[src/design/i2cmts_pkg.sv]
`timescale 1ns / 1ps
// ----------------------------------------------------------------------------
// I2C master transaction sequencer - shared definitions
// Phase, action and status codes, the item and result structs, and the
// bundle of results that one input word produces.
// ----------------------------------------------------------------------------
package i2cmts_pkg;

  // Input operations (in_tuser)
  localparam logic [1:0] OP_BEGIN  = 2'd0;
  localparam logic [1:0] OP_WBYTE  = 2'd1;
  localparam logic [1:0] OP_STATUS = 2'd2;
  localparam logic [1:0] OP_TICK   = 2'd3;

  // Transaction phases
  localparam logic [3:0] PH_IDLE     = 4'd0;
  localparam logic [3:0] PH_WAIT_BUS = 4'd1;
  localparam logic [3:0] PH_W_START  = 4'd2;
  localparam logic [3:0] PH_W_ADDR   = 4'd3;
  localparam logic [3:0] PH_W_NEED   = 4'd4;
  localparam logic [3:0] PH_W_DATA   = 4'd5;
  localparam logic [3:0] PH_R_START  = 4'd6;
  localparam logic [3:0] PH_R_ADDR   = 4'd7;
  localparam logic [3:0] PH_R_DATA   = 4'd8;

  // Result actions (out_tuser)
  localparam logic [2:0] ACT_START   = 3'd0;
  localparam logic [2:0] ACT_SEND    = 3'd1;
  localparam logic [2:0] ACT_REQ     = 3'd2;
  localparam logic [2:0] ACT_ACK_ON  = 3'd3;
  localparam logic [2:0] ACT_ACK_OFF = 3'd4;
  localparam logic [2:0] ACT_READ    = 3'd5;
  localparam logic [2:0] ACT_CLR_AF  = 3'd6;
  localparam logic [2:0] ACT_STOP    = 3'd7;

  // Stop status codes
  localparam logic [2:0] ST_OK      = 3'd0;
  localparam logic [2:0] ST_BUSY_TO = 3'd1;
  localparam logic [2:0] ST_BUS_TO  = 3'd2;
  localparam logic [2:0] ST_ANACK   = 3'd3;
  localparam logic [2:0] ST_DNACK   = 3'd4;

  localparam logic [7:0]  ADDR_WRITE_MASK = 8'hFE;
  localparam logic [15:0] TIMEOUT_RESET   = 16'd50;
  localparam logic [15:0] ELAPSED_MAX     = 16'hFFFF;

  // At most two result words follow from one input word
  localparam int MAX_RES = 2;
  localparam int CNT_W   = $clog2(MAX_RES + 1);
  localparam int SUB_W   = $clog2(MAX_RES);

  typedef struct packed {
    logic [7:0]  target_address;
    logic [15:0] write_count;
    logic [15:0] read_count;
    logic [7:0]  data_byte;
    logic        bus_busy;
    logic        start_sent;
    logic        address_sent;
    logic        byte_transferred;
    logic        ack_failed;
    logic        rx_ready;
  } item_t;

  typedef struct packed {
    logic [3:0]  phase;
    logic [15:0] elapsed_ms;
    logic [15:0] writes_left;
    logic [15:0] reads_left;
    logic [7:0]  address_byte;
  } seq_state_t;

  typedef struct packed {
    logic [2:0] action;
    logic [7:0] byte_out;
    logic [2:0] status;
  } result_t;

  typedef struct packed {
    logic [CNT_W-1:0]          cnt;
    result_t [MAX_RES-1:0]     res;
  } bundle_t;

  function automatic result_t mk_res(logic [2:0] act, logic [7:0] b, logic [2:0] st);
    result_t r;
    r.action   = act;
    r.byte_out = b;
    r.status   = st;
    return r;
  endfunction

endpackage

[src/design/i2cmts_step.sv]
`timescale 1ns / 1ps
// ----------------------------------------------------------------------------
// I2C master transaction sequencer - phase step
// Combinational next state and result bundle for one accepted word.
// ----------------------------------------------------------------------------
module i2cmts_step
  import i2cmts_pkg::*;
(
  input  seq_state_t st,
  input  logic [15:0] timeout_ms,
  input  logic [1:0]  op,
  input  item_t       item,
  output seq_state_t  st_nxt,
  output bundle_t     bnd
);

  logic [15:0] elapsed_inc;
  logic [15:0] reads_dec;

  // Saturating tick count and remaining read count after one byte
  assign elapsed_inc = (st.elapsed_ms < ELAPSED_MAX) ? st.elapsed_ms + 16'd1 : st.elapsed_ms;
  assign reads_dec   = st.reads_left - 16'd1;

  always_comb begin
    st_nxt = st;
    bnd    = '0;
    case (op)
      OP_BEGIN: begin
        // Latch a new transaction only when idle
        if (st.phase == PH_IDLE) begin
          st_nxt.address_byte = item.target_address;
          st_nxt.writes_left  = item.write_count;
          st_nxt.reads_left   = item.read_count;
          st_nxt.elapsed_ms   = '0;
          st_nxt.phase        = PH_WAIT_BUS;
        end
      end
      OP_TICK: begin
        // Advance the transaction budget, stop on expiry
        if (st.phase != PH_IDLE) begin
          st_nxt.elapsed_ms = elapsed_inc;
          if (elapsed_inc >= timeout_ms) begin
            bnd.cnt    = CNT_W'(1);
            bnd.res[0] = mk_res(ACT_STOP, 8'd0,
                                (st.phase == PH_WAIT_BUS) ? ST_BUSY_TO : ST_BUS_TO);
            st_nxt.phase = PH_IDLE;
          end
        end
      end
      OP_WBYTE: begin
        // Send the supplied write byte only when one was requested
        if (st.phase == PH_W_NEED) begin
          bnd.cnt            = CNT_W'(1);
          bnd.res[0]         = mk_res(ACT_SEND, item.data_byte, ST_OK);
          st_nxt.writes_left = st.writes_left - 16'd1;
          st_nxt.phase       = PH_W_DATA;
        end
      end
      default: begin
        // Bus status sample
        case (st.phase)
          PH_WAIT_BUS: begin
            if (!item.bus_busy) begin
              bnd.cnt = CNT_W'(1);
              if (st.writes_left != 16'd0) begin
                bnd.res[0]   = mk_res(ACT_START, 8'd0, ST_OK);
                st_nxt.phase = PH_W_START;
              end else if (st.reads_left != 16'd0) begin
                bnd.res[0]   = mk_res(ACT_START, 8'd0, ST_OK);
                st_nxt.phase = PH_R_START;
              end else begin
                bnd.res[0]   = mk_res(ACT_STOP, 8'd0, ST_OK);
                st_nxt.phase = PH_IDLE;
              end
            end
          end
          PH_W_START: begin
            if (item.start_sent) begin
              bnd.cnt      = CNT_W'(1);
              bnd.res[0]   = mk_res(ACT_SEND, st.address_byte & ADDR_WRITE_MASK, ST_OK);
              st_nxt.phase = PH_W_ADDR;
            end
          end
          PH_W_ADDR, PH_R_ADDR: begin
            if (item.ack_failed) begin
              bnd.cnt      = CNT_W'(2);
              bnd.res[0]   = mk_res(ACT_CLR_AF, 8'd0, ST_OK);
              bnd.res[1]   = mk_res(ACT_STOP, 8'd0, ST_ANACK);
              st_nxt.phase = PH_IDLE;
            end else if (item.address_sent) begin
              bnd.cnt = CNT_W'(1);
              if (st.phase == PH_W_ADDR) begin
                bnd.res[0]   = mk_res(ACT_REQ, 8'd0, ST_OK);
                st_nxt.phase = PH_W_NEED;
              end else begin
                bnd.res[0]   = mk_res((st.reads_left > 16'd1) ? ACT_ACK_ON : ACT_ACK_OFF,
                                      8'd0, ST_OK);
                st_nxt.phase = PH_R_DATA;
              end
            end
          end
          PH_W_DATA: begin
            if (item.ack_failed) begin
              bnd.cnt      = CNT_W'(2);
              bnd.res[0]   = mk_res(ACT_CLR_AF, 8'd0, ST_OK);
              bnd.res[1]   = mk_res(ACT_STOP, 8'd0, ST_DNACK);
              st_nxt.phase = PH_IDLE;
            end else if (item.byte_transferred) begin
              bnd.cnt = CNT_W'(1);
              if (st.writes_left != 16'd0) begin
                bnd.res[0]   = mk_res(ACT_REQ, 8'd0, ST_OK);
                st_nxt.phase = PH_W_NEED;
              end else if (st.reads_left != 16'd0) begin
                bnd.res[0]   = mk_res(ACT_START, 8'd0, ST_OK);
                st_nxt.phase = PH_R_START;
              end else begin
                bnd.res[0]   = mk_res(ACT_STOP, 8'd0, ST_OK);
                st_nxt.phase = PH_IDLE;
              end
            end
          end
          PH_R_START: begin
            if (item.start_sent) begin
              bnd.cnt      = CNT_W'(1);
              bnd.res[0]   = mk_res(ACT_SEND, st.address_byte | 8'd1, ST_OK);
              st_nxt.phase = PH_R_ADDR;
            end
          end
          PH_R_DATA: begin
            if (item.ack_failed) begin
              bnd.cnt      = CNT_W'(2);
              bnd.res[0]   = mk_res(ACT_CLR_AF, 8'd0, ST_OK);
              bnd.res[1]   = mk_res(ACT_STOP, 8'd0, ST_DNACK);
              st_nxt.phase = PH_IDLE;
            end else if (item.rx_ready) begin
              st_nxt.reads_left = reads_dec;
              if (reads_dec == 16'd1) begin
                // Drop acknowledge ahead of the final byte
                bnd.cnt    = CNT_W'(2);
                bnd.res[0] = mk_res(ACT_ACK_OFF, 8'd0, ST_OK);
                bnd.res[1] = mk_res(ACT_READ, item.data_byte, ST_OK);
              end else if (reads_dec == 16'd0) begin
                bnd.cnt      = CNT_W'(2);
                bnd.res[0]   = mk_res(ACT_READ, item.data_byte, ST_OK);
                bnd.res[1]   = mk_res(ACT_STOP, 8'd0, ST_OK);
                st_nxt.phase = PH_IDLE;
              end else begin
                bnd.cnt    = CNT_W'(1);
                bnd.res[0] = mk_res(ACT_READ, item.data_byte, ST_OK);
              end
            end
          end
          default: begin
          end
        endcase
      end
    endcase
  end

endmodule

[src/design/i2cmts_queue.sv]
`timescale 1ns / 1ps
// ----------------------------------------------------------------------------
// I2C master transaction sequencer - result queue
// Holds result bundles and hands them out one word per handshake.
// ----------------------------------------------------------------------------
module i2cmts_queue
  import i2cmts_pkg::*;
#(
  parameter int DEPTH = 4
) (
  input  logic    clk,
  input  logic    rst_n,
  input  logic    push,
  input  bundle_t push_bnd,
  output logic    full,
  output logic    out_valid,
  input  logic    out_ready,
  output result_t out_res,
  output logic    out_last
);

  localparam int PTR_W = (DEPTH > 1) ? $clog2(DEPTH) : 1;
  localparam int OCC_W = $clog2(DEPTH + 1);

  bundle_t            slot_r [DEPTH];
  logic [PTR_W-1:0]   wr_ptr_r, wr_ptr_nxt;
  logic [PTR_W-1:0]   rd_ptr_r, rd_ptr_nxt;
  logic [OCC_W-1:0]   occ_r, occ_nxt;
  logic [SUB_W-1:0]   sub_r, sub_nxt;
  bundle_t            head;
  logic               pop;

  // Present the current word of the head bundle
  assign head      = slot_r[rd_ptr_r];
  assign full      = (occ_r == OCC_W'(DEPTH));
  assign out_valid = (occ_r != '0);
  assign out_res   = head.res[sub_r];
  assign out_last  = ((CNT_W'(sub_r) + CNT_W'(1)) == head.cnt);
  assign pop       = out_valid && out_ready && out_last;

  // Advance pointers, occupancy and word index
  always_comb begin
    wr_ptr_nxt = wr_ptr_r;
    rd_ptr_nxt = rd_ptr_r;
    sub_nxt    = sub_r;
    if (push) begin
      wr_ptr_nxt = (wr_ptr_r == PTR_W'(DEPTH - 1)) ? '0 : wr_ptr_r + PTR_W'(1);
    end
    if (out_valid && out_ready) begin
      if (out_last) begin
        sub_nxt    = '0;
        rd_ptr_nxt = (rd_ptr_r == PTR_W'(DEPTH - 1)) ? '0 : rd_ptr_r + PTR_W'(1);
      end else begin
        sub_nxt = sub_r + SUB_W'(1);
      end
    end
    occ_nxt = occ_r + OCC_W'(push) - OCC_W'(pop);
  end

  always_ff @(posedge clk) begin
    if (!rst_n) begin
      wr_ptr_r <= '0;
      rd_ptr_r <= '0;
      occ_r    <= '0;
      sub_r    <= '0;
    end else begin
      wr_ptr_r <= wr_ptr_nxt;
      rd_ptr_r <= rd_ptr_nxt;
      occ_r    <= occ_nxt;
      sub_r    <= sub_nxt;
    end
  end

  // Store the incoming bundle
  always_ff @(posedge clk) begin
    if (push) begin
      slot_r[wr_ptr_r] <= push_bnd;
    end
  end

endmodule

[src/design/i2c_master_transaction_sequencer.sv]
`timescale 1ns / 1ps
// ----------------------------------------------------------------------------
// I2C master transaction sequencer - top level
// Steps one write-then-read I2C transaction per begin word and emits the
// controller actions (start, send, ack control, read, stop with status).
// ----------------------------------------------------------------------------
// Usage:
//   in_*  : event words - begin, write byte supplied, bus status sample,
//           millisecond tick. Operation in in_tuser, fields in in_tdata.
//   out_* : action words, action code in out_tuser, out_tlast on the final
//           word caused by one input word.
//   cfg_* : cfg_wen writes the millisecond timeout budget (reset 50); write
//           only while no transaction words are pending.
// Queueing: the action words of an accepted event are stored in the result
//   queue and are presented after any words queued before them.
// Throughput: one input word per cycle while in_tready is high. An event
//   yields zero, one or two action words and the output side drains one
//   word per cycle while out_tready is high. The phase step itself is
//   combinational logic between the state registers.
// Stall: while out_tready is low the current word holds; up to QUEUE_DEPTH
//   event bundles are buffered, after which in_tready drops.
// Reset: rst_n (synchronous) returns to idle, empties the queue and restores
//   the timeout budget.
// ----------------------------------------------------------------------------
module i2c_master_transaction_sequencer
  import i2cmts_pkg::*;
#(
  parameter int QUEUE_DEPTH = 4
) (
  input  logic        clk,
  input  logic        rst_n,
  // in_tdata: target_address[7:0], write_count[23:8], read_count[39:24],
  //   data_byte[47:40], bus_busy[48], start_sent[49], address_sent[50],
  //   byte_transferred[51], ack_failed[52], rx_ready[53], zero pad[55:54]
  input  logic [55:0] in_tdata,
  // in_tuser: operation[1:0]
  input  logic [1:0]  in_tuser,
  input  logic        in_tvalid,
  output logic        in_tready,
  // out_tdata: byte_out[7:0], status[10:8], zero pad[15:11]
  output logic [15:0] out_tdata,
  // out_tuser: action[2:0]
  output logic [2:0]  out_tuser,
  output logic        out_tlast,
  output logic        out_tvalid,
  input  logic        out_tready,
  input  logic        cfg_wen,
  input  logic [15:0] cfg_wdata
);

  seq_state_t  st_r, st_nxt;
  logic [15:0] timeout_r;
  item_t       item;
  bundle_t     bnd;
  result_t     res;
  logic        q_full;
  logic        accept;

  // Unpack the event word
  assign item.target_address   = in_tdata[7:0];
  assign item.write_count      = in_tdata[23:8];
  assign item.read_count       = in_tdata[39:24];
  assign item.data_byte        = in_tdata[47:40];
  assign item.bus_busy         = in_tdata[48];
  assign item.start_sent       = in_tdata[49];
  assign item.address_sent     = in_tdata[50];
  assign item.byte_transferred = in_tdata[51];
  assign item.ack_failed       = in_tdata[52];
  assign item.rx_ready         = in_tdata[53];

  assign in_tready = !q_full;
  assign accept    = in_tvalid && in_tready;

  i2cmts_step u_step (
    .st         (st_r),
    .timeout_ms (timeout_r),
    .op         (in_tuser),
    .item       (item),
    .st_nxt     (st_nxt),
    .bnd        (bnd)
  );

  // Hold transaction state, update on each accepted word
  always_ff @(posedge clk) begin
    if (!rst_n) begin
      st_r <= '0;
    end else if (accept) begin
      st_r <= st_nxt;
    end
  end

  // Timeout budget register
  always_ff @(posedge clk) begin
    if (!rst_n) begin
      timeout_r <= TIMEOUT_RESET;
    end else if (cfg_wen) begin
      timeout_r <= cfg_wdata;
    end
  end

  i2cmts_queue #(
    .DEPTH (QUEUE_DEPTH)
  ) u_queue (
    .clk       (clk),
    .rst_n     (rst_n),
    .push      (accept && (bnd.cnt != '0)),
    .push_bnd  (bnd),
    .full      (q_full),
    .out_valid (out_tvalid),
    .out_ready (out_tready),
    .out_res   (res),
    .out_last  (out_tlast)
  );

  assign out_tuser = res.action;
  assign out_tdata = {5'd0, res.status, res.byte_out};

endmodule

[config.mk]
export PLATFORM = sky130hd
export DESIGN_NAME = i2c_master_transaction_sequencer
export DESIGN_NICKNAME = d
export VERILOG_FILES = /design/src/design/i2cmts_pkg.sv /design/src/design/i2cmts_step.sv /design/src/design/i2cmts_queue.sv /design/src/design/i2c_master_transaction_sequencer.sv
export SDC_FILE = /design/constraint.sdc
export NUM_CORES = 1
export LEC_CHECK = 0
export BUFFER_PORTS_ARGS = -buffer_cell sky130_fd_sc_hd__buf_4
export CORE_ASPECT_RATIO = 2
export CORE_MARGIN = 3
export CORE_UTILIZATION = 35
export DETAILED_ROUTE_END_ITERATION = 8
export GPL_ROUTABILITY_DRIVEN = 0
export GPL_TIMING_DRIVEN = 0
export PLACE_DENSITY = 0.59
export REMOVE_ABC_BUFFERS = 1
export SETUP_SLACK_MARGIN = 0.1
export SLEW_MARGIN = 20
export SYNTH_ARGS = -nofsm -noshare
export SYNTH_HDL_FRONTEND = slang
export SYNTH_SLANG_ARGS = --single-unit
export TNS_END_PERCENT = 10
[constraint.sdc]
create_clock -name clk -period 5.85 [get_ports clk]
set_input_delay 0.585 -clock clk [delete_from_list [all_inputs] [get_ports clk]]
set_output_delay 0.585 -clock clk [all_outputs]
set_load 0.02 [all_outputs]
Word-level counts from Yosys, hierarchy flattened:

Memory sizes are Yosys's and may differ from the RTL's. A register that Yosys moved wholly into a read port is not among the register bits.
Index checks and enable logic that the tools add are counted.

* bits in registers: 84
* latch bits: 0
* memory bits (writable): 120
* bits in read-only memories: 0
* input bits: 79
* output and inout bits: 22
* word-level logic and storage cells: 157
* memories kept: 1

Memories
* u_queue.slot_r: words 4, bits a word 30, rd ports 1, clocked after memory_dff 1, wr ports 1, line i2cmts_queue.sv:25 `bundle_t slot_r [DEPTH];`

* add/subtract/negate cells: 9
* $mul: 0
* divide/modulo/power cells: 0
* $lt $le $gt $ge: 4
* equal/unequal tests: 28
* shifts and indexed selects: 0
* multiplexer cells: 76
* bitwise logic cells: 1
* reduce and logical (&&, ||, !) cells: 28

Operators by type and width (count)
* $mux W14: 17
* $pmux W16 S2: 3
* $mux W30: 3
* $pmux W14 S3: 2
* $pmux W14 S6: 1
* $mux W16: 5
* $mux W4: 16
* $mux W60: 1
* $mux W12: 3
* $reduce_bool A16 Y1: 2
* $sub A16 B1 Y16 const B: 2
* $pmux W4 S6: 1
* $mux W20: 1
* $ne A6 B3 Y1 const B: 3
* $add A16 B1 Y16 const B: 1
* $eq A16 B1 Y1 const B: 1
* $eq A4 B3 Y1 const B: 4
* $ge A16 B16 Y1: 1
* $gt A16 B1 Y1 const B: 1
* $logic_not A16 Y1: 1
* $lt A16 B16 Y1 const B: 1
* $mux W2: 8
* $reduce_and A14 Y1: 1
* $pmux W4 S3: 1
* other kinds (37): 66

Depth between registers and ports, before layout:

Gate-level depths: netlist (run 1).

* depth after elaboration: 12
* mapped depth: 21
* gate-level depth less buffers: 19

Modules after synthesis:

Synthesis (run 1) repeated with hierarchy kept, for this count alone.

* cell total of the unflattened synthesis: 1158
* area, all modules: 11913.9 um2

By module, submodules not included
* i2cmts_queue: instances 1, cells each 237, area an instance 5078.6 um2, seq. area each 3803.6 um2
* i2cmts_step: instances 1, cells each 600, area an instance 3677.3 um2, seq. area each 0.0 um2
* i2c_master_transaction_sequencer: instances 1, cells each 321, area an instance 3158.0 um2, seq. area each 1521.5 um2

Least setup slack after synthesis (run 1):

No wires, ideal clock.

* path type: flip-flop to flip-flop
* from: reg st_r[47] (netlist bit)
* to: reg u_queue.occ_r[1]
* setup time: 0.115 ns
* data arrival time: 4.472 ns
* data required time: 5.735 ns
* path slack: 1.263 ns
* stages on the path, launching flop included: 20
* path buffers: 1
* clock period less this slack: 4.587 ns
* path through: dfxtp_1 > clkbuf_1 > and4_1 > nand4_1 > nor3_1 > nor3_1 > xor2_1 > ha_1 > a211oi_1 > a211o_1 > a31oi_1 > o32a_1 > nor3b_1 > o41a_4 > inv_2 > ha_1 > inv_1 > ha_1 > fa_1 > and2_1

* word-level cells in the longest chain between the ends: 10
* elaborated cells on any way between the ends: 11
* classes of those cells: 3 x add/sub; 2 x order compare; 4 x mux; 2 x reduce/logical

Ends and longest elaborated chain
* start: declaration: line i2c_master_transaction_sequencer.sv:51 `seq_state_t st_r, st_nxt;`
* start signal: assignment: line i2c_master_transaction_sequencer.sv:88 `st_r <= st_nxt;`
* $add A16 B1 Y16 or $lt A16 B16 Y1 (tied branches): line i2cmts_step.sv:21 `assign elapsed_inc = (st.elapsed_ms < ELAPSED_MAX) ? st.elapsed_ms + 16'd1 : st.elapsed_ms;`
* $mux W16 (*): line i2cmts_step.sv:21
* $ge A16 B16 Y1 (*): line i2cmts_step.sv:42 `if (elapsed_inc >= timeout_ms) begin`
* $mux W1 (*): line i2cmts_step.sv:42
* $mux W1 (*): line i2cmts_step.sv:40 `if (st.phase != PH_IDLE) begin`
* $pmux W2 S3 (*): line i2cmts_step.sv:27 `case (op)`
* $reduce_bool A2 Y1 (*): line i2c_master_transaction_sequencer.sv:106 `.push (accept && (bnd.cnt != '0)),`
* $logic_and A1 B1 Y1 (*): line i2c_master_transaction_sequencer.sv:106
* $add A3 B1 Y3 (*): line i2cmts_queue.sv:57 `occ_nxt = occ_r + OCC_W'(push) - OCC_W'(pop);`
* $sub A3 B1 Y3 (*): line i2cmts_queue.sv:57
* net u_queue.occ_nxt[1]: line i2cmts_queue.sv:28 `logic [OCC_W-1:0] occ_r, occ_nxt;`
* end signal: assignment: line i2cmts_queue.sv:69 `occ_r <= occ_nxt;`
* end: declaration: line i2cmts_queue.sv:28

The timed path passes the listed nets; every way through them passes the cells marked *.
A chain may end at the register's enable or synchronous reset.

Worst setup path after layout (run 1):

* from: reg st_r[47] (netlist bit)
* to: reg u_queue.occ_r[2]

* word-level cells in the longest chain between the ends: 10
* elaborated cells on any way between the ends: 11
* classes of those cells: 3 x add/sub; 2 x order compare; 4 x mux; 2 x reduce/logical

Ends and longest elaborated chain (line)
* $add A16 B1 Y16 or $lt A16 B16 Y1 (tied branches): i2cmts_step.sv:21
* $mux W16 (*): i2cmts_step.sv:21
* $ge A16 B16 Y1 (*): i2cmts_step.sv:42
* $mux W1 (*): i2cmts_step.sv:42
* $mux W1 (*): i2cmts_step.sv:40
* $pmux W2 S3 (*): i2cmts_step.sv:27
* $reduce_bool A2 Y1 (*): i2c_master_transaction_sequencer.sv:106
* $logic_and A1 B1 Y1 (*): i2c_master_transaction_sequencer.sv:106
* $add A3 B1 Y3 (*): i2cmts_queue.sv:57
* $sub A3 B1 Y3 (*): i2cmts_queue.sv:57

Mark *: on every way between the ends. The rest lies on a longest branch, timed or not.

==> flow_summary.toml, run 1 <==
[detailed_routing]
viasPerCell = 5.51
firstDrtPassIters = 5
drt_wl_total_um = 26500
drtIter0Drc = 443
ant_nets = 0
vias = 7809
wire_per_inst_um = 18.7
drc = 0

[global_routing]
grt_pass1_wl_um = 41500
grt_pass1_vias = 7874
antenna_found_initial = 0
grt-ovfl-total = 0
grt_usage_pct = 17.1
grt_max_degree = 62

[critical_path]
crit_path_start_kind = "flop"
r2r_start = "st_r[47]$_SDFFE_PN0P_"
path_cells = "and4_1 -> nand4_1 -> nor3_2 -> nor3b_1 -> xor2_1 -> ha_1 -> o211ai_1 -> a211o_1 -> a31oi_1 -> o32a_1 -> nor3b_1 -> o41a_4 -> inv_2 -> ha_1 -> inv_1 -> ha_1 -> fa_1 -> xnor2_1 -> nor2_1"
required_ns = 6.20
critPathBufInv = 2
cp.arrival_ns = 5.74
cp-startpoint = "st_r[47]$_SDFFE_PN0P_"
crit_type = "reg -> reg"
slowest_stage = "nor3b_1"
rrSetupSlack_ns = 0.45
crit_top_cell = "ha_1"
max_stage_delay_ns = 0.50
crit_family = "simple AND/OR/NAND/NOR gates"
path_max_fanout = 9
cp-end-kind = "flop"

[sta]
post-route-min-period_ns = 5.40
rsz0062_at_grt = "false"
worstMarginPinSlew_ns = 0.980
slew_violations = 0
setup-violations-final = 0
finalWorstSetupSlack_ns = 0.452
fmaxAchievable_ghz = 0.185
fin_setup_tns_ns = 0
fin_skew_ns = 0.0233
finalCritPeriodShare_pct = 92.3
hold_viol = 0
slew_headroom_pct = 34.7

[cells_and_area]
diodes = 0
drive_above_1_share_pct = 18.8
fill_cells = 2711
area_growth_pct = 16.6
multi_input_area_um2 = 4770
final_nets = 1161
regArea_um2 = 4950

[floorplanning]
io_pins = 101
rows = 87
initial_core_util_pct = 35.7
die_y_um = 246
die_area_um2 = 31100
die_width_um = 126
coreArea_um2 = 28300

[logic_synthesis]
ys_top_cells_by_area = "edfxtp_1 32%, dfxtp_1 17%, mux4_2 6.0%"
yosys.area.top_type_share_pct = 32.1
synthCells = 993
syn_area_um2 = 10100
ys_seq_area_share_pct = 48.9
synth_ff_type = "edfxtp_1"
synth_seq_cells = 193
synth_edf_count = 108
synth_area_per_cell_um2 = 10.2
synth_top_area_cell = "edfxtp_1"
ys_warn_count = 0
async_flop_share_pct = 0
ys_types = 78

[cts]
cts_buffer_depth = 2
cts_hold_buffers = 0
cts_tree = "yes"
clk_pin_slew_worst_paths_ns = 0.07
cts-root-buf = "clkbuf_16"
cts_buffers = 17
cts.sinks = 193
clock_latency_ns = 0.46
htree_levels = 4

[power]
p_leak_nw = 4.34
ir_drop_v = 0.000200
powerDensity_nw_per_um2 = 260

[place]
pre_cts_ws_ns = 0.190
hpwl_um = 19200
io_buffers = 92

[hold_path]
hold_start = "cfg_wdata[5]"
hold_path_class = "in -> reg"

[outcome]
status = "completed"

[flow_run]
maxCapViolations = 0
## worst register-to-register path: cells and delay by family, from the launching register on
kind | cells | cell delay, ns
adders and majority gates | 4 | 1.22
DFF | 1 | 0.49
xor gates and xnor gates | 2 | 0.38
AOI/OAI and AO/OA | 5 | 1.22
buffers and inverters | 2 | 0.08
and+or+nand+nor | 6 | 1.93
## placed cells by master, fill, tap and decap left out, drive strengths merged, types with 8 or more instances in the layout
master | Yosys | final
nand4 | 12 | 12
buf | 13 | 102
nor3 | 25 | 25
a22o | 8 | 8
xnor2 | 15 | 15
a31oi | 14 | 14
a21oi | 77 | 77
edfxtp | 108 | 108
mux4 | 27 | 27
a211oi | 9 | 9
mux2 | 10 | 10
mux2i | 21 | 21
nor4 | 16 | 16
or3 | 13 | 13
ha | 32 | 32
dfxtp | 85 | 85
a22oi | 10 | 10
clkbuf | 56 | 17
o21ai | 64 | 64
nor2 | 91 | 91
and2 | 23 | 23
nand3 | 30 | 30
nand2 | 84 | 84
inv | 43 | 52
## area by class of cell
type                       instances  area share, %
clock inverter                    15           1.56
inverter                          43           1.39
multi-input combinational        692           40.4
tap                              356           3.77
timing repair buffer             102           7.34
sequential                       193           41.9
clock buffer                      17           3.61
## cell usage after synthesis, types with 6 or more instances
library cell  instances
nor4_1               14
o22ai_1               7
or3_1                12
xnor2_1              15
a21oi_1              76
a22o_1                8
nor3_1               25
a31oi_1              14
inv_1                42
a211oi_1              9
nor2_1               91
nor3b_1               6
o211ai_1              6
mux2i_1              21
edfxtp_1            108
nand4_1              12
and2_1               23
clkbuf_1             56
mux2_2               10
nand3b_1              6
o21ai_0              60
nand3_1              30
mux4_2               27
nand2_1              84
ha_1                 32
a22oi_1              10
dfxtp_1              85
## path summary, 6_finish.rpt
| kind | cells after the start | endpoint |
|---|---|---|
| worst min register to register | 2 | st_r[3]$_SDFFE_PN0P_ |
| worst max-delay path | 19 | u_queue.occ_r[2]$_SDFF_PN0_ |
| worst min-delay path | 3 | timeout_r[5]$_SDFFE_PN1P_ |
| worst max register to register | 19 | u_queue.occ_r[2]$_SDFF_PN0_ |
## per-layer routing
metal  track usage (%)  wire length (um)  vias to the layer above
met5                 0                 0                        -
met4              7.33               840                        0
met3              3.04               928                       49
met2              33.2             15100                      192
met1              17.5              9630                     3782
li1                  -                 -                     3786
## cells by family (layout without fill, tap and decap cells)
| logic type | Yosys count | in the layout | share of synthesized area [%] |
|---|---|---|---|
| adders and majority gates | 33 | 33 | 4.16 |
| buffers and inverters | 112 | 177 | 4.50 |
| other | 1 | 5 | 0.0371 |
| DFF | 193 | 193 | 48.9 |
| and+or+nand+nor | 343 | 343 | 17.1 |
| xor gates and xnor gates | 20 | 20 | 1.73 |
| muxes | 58 | 58 | 9.20 |
| AOI/OAI and AO/OA | 233 | 233 | 14.4 |
## report_power, final
part | internal [mW] | leakage (nW) | switching [mW]
Combinational | 0.152 | 2.30 | 0.231
Sequential | 1.44 | 1.75 | 0.0284
Clock | 0.651 | 0.300 | 0.564
## what timing repair did
| action | 4_1_cts | 5_1_grt |
|---|---|---|
| resized for setup | 0 | 1 |
| setup buffers | 0 | 0 |
| setup endpoints to repair | 0 | 2 |
## per-stage QoR
stage / total power [mW] / std cells / utilization [%] / area, um2 / hold WS (ns)
finish: 3.07 / 1418 / 41.7 / 11800 / 0.344
global route: 3.20 / 1418 / 41.7 / 11800 / 0.339
CTS: 3.10 / 1418 / 41.6 / 11800 / 0.322
detailed placement: 1.88 / 1386 / 39.5 / 11200 / 0.452
global placement: 1.87 / 1376 / 38.8 / 11000 / 0.444
floorplan: 1.73 / 928 / - / 9840 / 0.437
## registers in the layout, indices dropped and copies added, names as in the netlist, named ones only
name,flops
st_r,59
timeout_r,16
u_queue.occ_r,3
u_queue.rd_ptr_r,2
u_queue.slot_r,108
u_queue.sub_r,1
u_queue.wr_ptr_r,2
Power figures use the tool's default switching activity.
==> run 2: changes to the inputs <==
--- a/config.mk
+++ b/config.mk
@@ -12,7 +12,7 @@
 export DETAILED_ROUTE_END_ITERATION = 8
 export GPL_ROUTABILITY_DRIVEN = 0
 export GPL_TIMING_DRIVEN = 0
-export PLACE_DENSITY = 0.59
+export PLACE_DENSITY_LB_ADDON = 0.08
 export REMOVE_ABC_BUFFERS = 1
 export SETUP_SLACK_MARGIN = 0.1
 export SLEW_MARGIN = 20
==> flow_summary.toml, run 2 (synthesized netlist as in run 1, its figures left out) <==
[detailed_routing]
ant_nets = 0
viasPerCell = 5.53
drc = 0
highest_layer = "met4"
firstDrtPassIters = 5
drtIter0Drc = 424
wire_per_inst_um = 20.0
m1WireLength_um = 10300
dr_wl_met3_um = 743
vias = 7838
drt_wl_total_um = 28400
routed-wl-met2_um = 16300

[sta]
finalCritPeriodShare_pct = 87.9
fin_skew_ns = 0.00823
fmaxAchievable_ghz = 0.194
whs_ns = 0.348
post-route-min-period_ns = 5.14
slew_headroom_pct = 33.8
slew_violations = 0
setup-violations-final = 0
worstMarginPinSlew_ns = 0.993
rsz0062_at_grt = "false"
hold_viol = 0
fin_setup_tns_ns = 0

[cts]
htree_levels = 4
cts.sinks = 193
clk_pin_slew_worst_paths_ns = 0.07
cts_tree = "yes"
post_cts_buffers = 0
cts_hold_buffers = 0
cts_buffers = 17
cts_buffer_depth = 2
cts-root-buf = "clkbuf_16"
clock_latency_ns = 0.45

[critical_path]
max_stage_delay_ns = 0.50
worstReg2RegEnd = "u_queue.occ_r[1]$_SDFF_PN0_"
cp.arrival_ns = 5.49
reg2reg_depth = 18
crit_top_cell = "ha_1"
crit_type = "reg -> reg"
rrSetupSlack_ns = 0.71
crit_path_start_kind = "flop"
crit_family = "compound AO/OA/AOI/OAI gates"
cp-end-kind = "flop"
r2r_start = "st_r[47]$_SDFFE_PN0P_"
path_cells = "and4_1 -> nand4_1 -> nor3_4 -> nor3_1 -> xor2_1 -> ha_1 -> a211oi_1 -> a211o_1 -> a31oi_1 -> o32a_1 -> nor3b_2 -> o41a_4 -> inv_2 -> ha_1 -> inv_1 -> ha_1 -> fa_1 -> and2_1"
slowest_stage = "dfxtp_1"
required_ns = 6.20
critPathBufInv = 2
path_max_fanout = 9

[power]
p_leak_nw = 4.30
powerDensity_nw_per_um2 = 251
switchingPower_mw = 0.801
intPower_mw = 2.14
pwr-share-seq_pct = 50.0
p_sw_share_pct = 27.3
ir_drop_v = 0.000176
pwr-share-clk_pct = 36.8
p_comb_share_pct = 13.3

[cells_and_area]
multi_input_area_um2 = 4790
fill_cells = 2845
reg.largest.list = "u_queue.slot_r: 108 flops, st_r: 59 flops, timeout_r: 16 flops"
fin_area_um2 = 11700
diodes = 0
final_common_cell = "edfxtp_1"
final_cell_mix = "108 x edfxtp_1, 94 x buf_4, 90 x nor2_1"
final_nets = 1160
top_register = "u_queue.slot_r"
largest_register_ffs = 108
regArea_um2 = 4950
area_growth_pct = 15.8
drive_above_1_share_pct = 18.5

[place]
hpwl_um = 20300
io_buffers = 92
place_area_um2 = 11200

[hold_path]
holdPathStages = 3
hold_path_class = "in -> reg"
hold_start = "cfg_wdata[4]"
min_to = "timeout_r[4]$_SDFFE_PN1P_"

[floorplanning]
die_area_um2 = 31100
die_y_um = 246
rows = 87
coreArea_um2 = 28300
initial_core_util_pct = 35.7
io_pins = 101
die_width_um = 126

[flow_run]
maxCapViolations = 0

[global_routing]
grt_pass1_wl_um = 44200
antenna_found_initial = 0
grt_max_degree = 56
grt_usage_pct = 18.5
grt_pass1_vias = 8085
grt-ovfl-total = 0

[outcome]
status = "completed"
-- run 2: changes by cell type in the layout (fill, tap and decap cells not counted), sizes merged --
cell,previous run,this run
buf,102,101
bufinv,2,0
clkbuf,17,20
clkinv,3,8
clkinvlp,1,2
inv,52,45
-- run 2: power groups by stage --
stage               clock network [mW]  logic, mW  registers, mW
floorplan                            0      0.238           1.49
global placement                     0      0.381           1.50
detailed placement                   0      0.389           1.50
CTS                               1.11      0.391           1.47
global route                      1.16      0.433           1.47
finish                            1.08      0.389           1.47
-- run 2: worst min-delay path, cell delays in order --
cell      delay [ns]
buf_4           0.08
nand2_1         0.04
o211ai_1        0.06
-- run 2: per-layer routing --
metal  track usage (%)  vias to the layer above
met2              37.1                      162
met1              18.1                     3835
li1                  -                     3777
met5                 0                        -
met4              8.65                        0
met3              2.82                       64
-- run 2: how the worst max path moves through the flow --
stage                                     start                               to  cells past startpoint
final                     st_r[47]$_SDFFE_PN0P_      u_queue.occ_r[1]$_SDFF_PN0_                     18
after global routing      st_r[47]$_SDFFE_PN0P_      u_queue.occ_r[1]$_SDFF_PN0_                     18
after CTS                 st_r[47]$_SDFFE_PN0P_      u_queue.occ_r[2]$_SDFF_PN0_                     19
after detailed placement  st_r[47]$_SDFFE_PN0P_      u_queue.occ_r[2]$_SDFF_PN0_                     19
after global placement    st_r[47]$_SDFFE_PN0P_  u_queue.slot_r[0][21]$_DFFE_PP_                     13
after floorplan           st_r[47]$_SDFFE_PN0P_      u_queue.occ_r[2]$_SDFF_PN0_                     19
-- run 2: timing repair --
item | in CTS | in global routing
gates cloned | 0 | 0
endpoints found under the setup margin | 2 | 2
gates resized for setup | 1 | 3
-- run 2: stage by stage --
stage               power [mW]  util, %  worst slack (ns)  std cells
detailed placement        1.89     39.4           -0.0167       1385
CTS                       2.97     41.3             0.272       1417
global route              3.06     41.4             0.285       1417
floorplan                 1.73        -              1.37        928
finish                    2.94     41.4             0.707       1417
global placement          1.88     38.8            -0.519       1376
-- run 2: cell type report --
type | instances | area share (%)
clock inverter | 12 | 0.748
clock buffer | 20 | 3.73
multi-input combinational | 692 | 40.9
timing repair buffer | 101 | 7.16
sequential | 193 | 42.3
inverter | 43 | 1.40
tap | 356 | 3.80
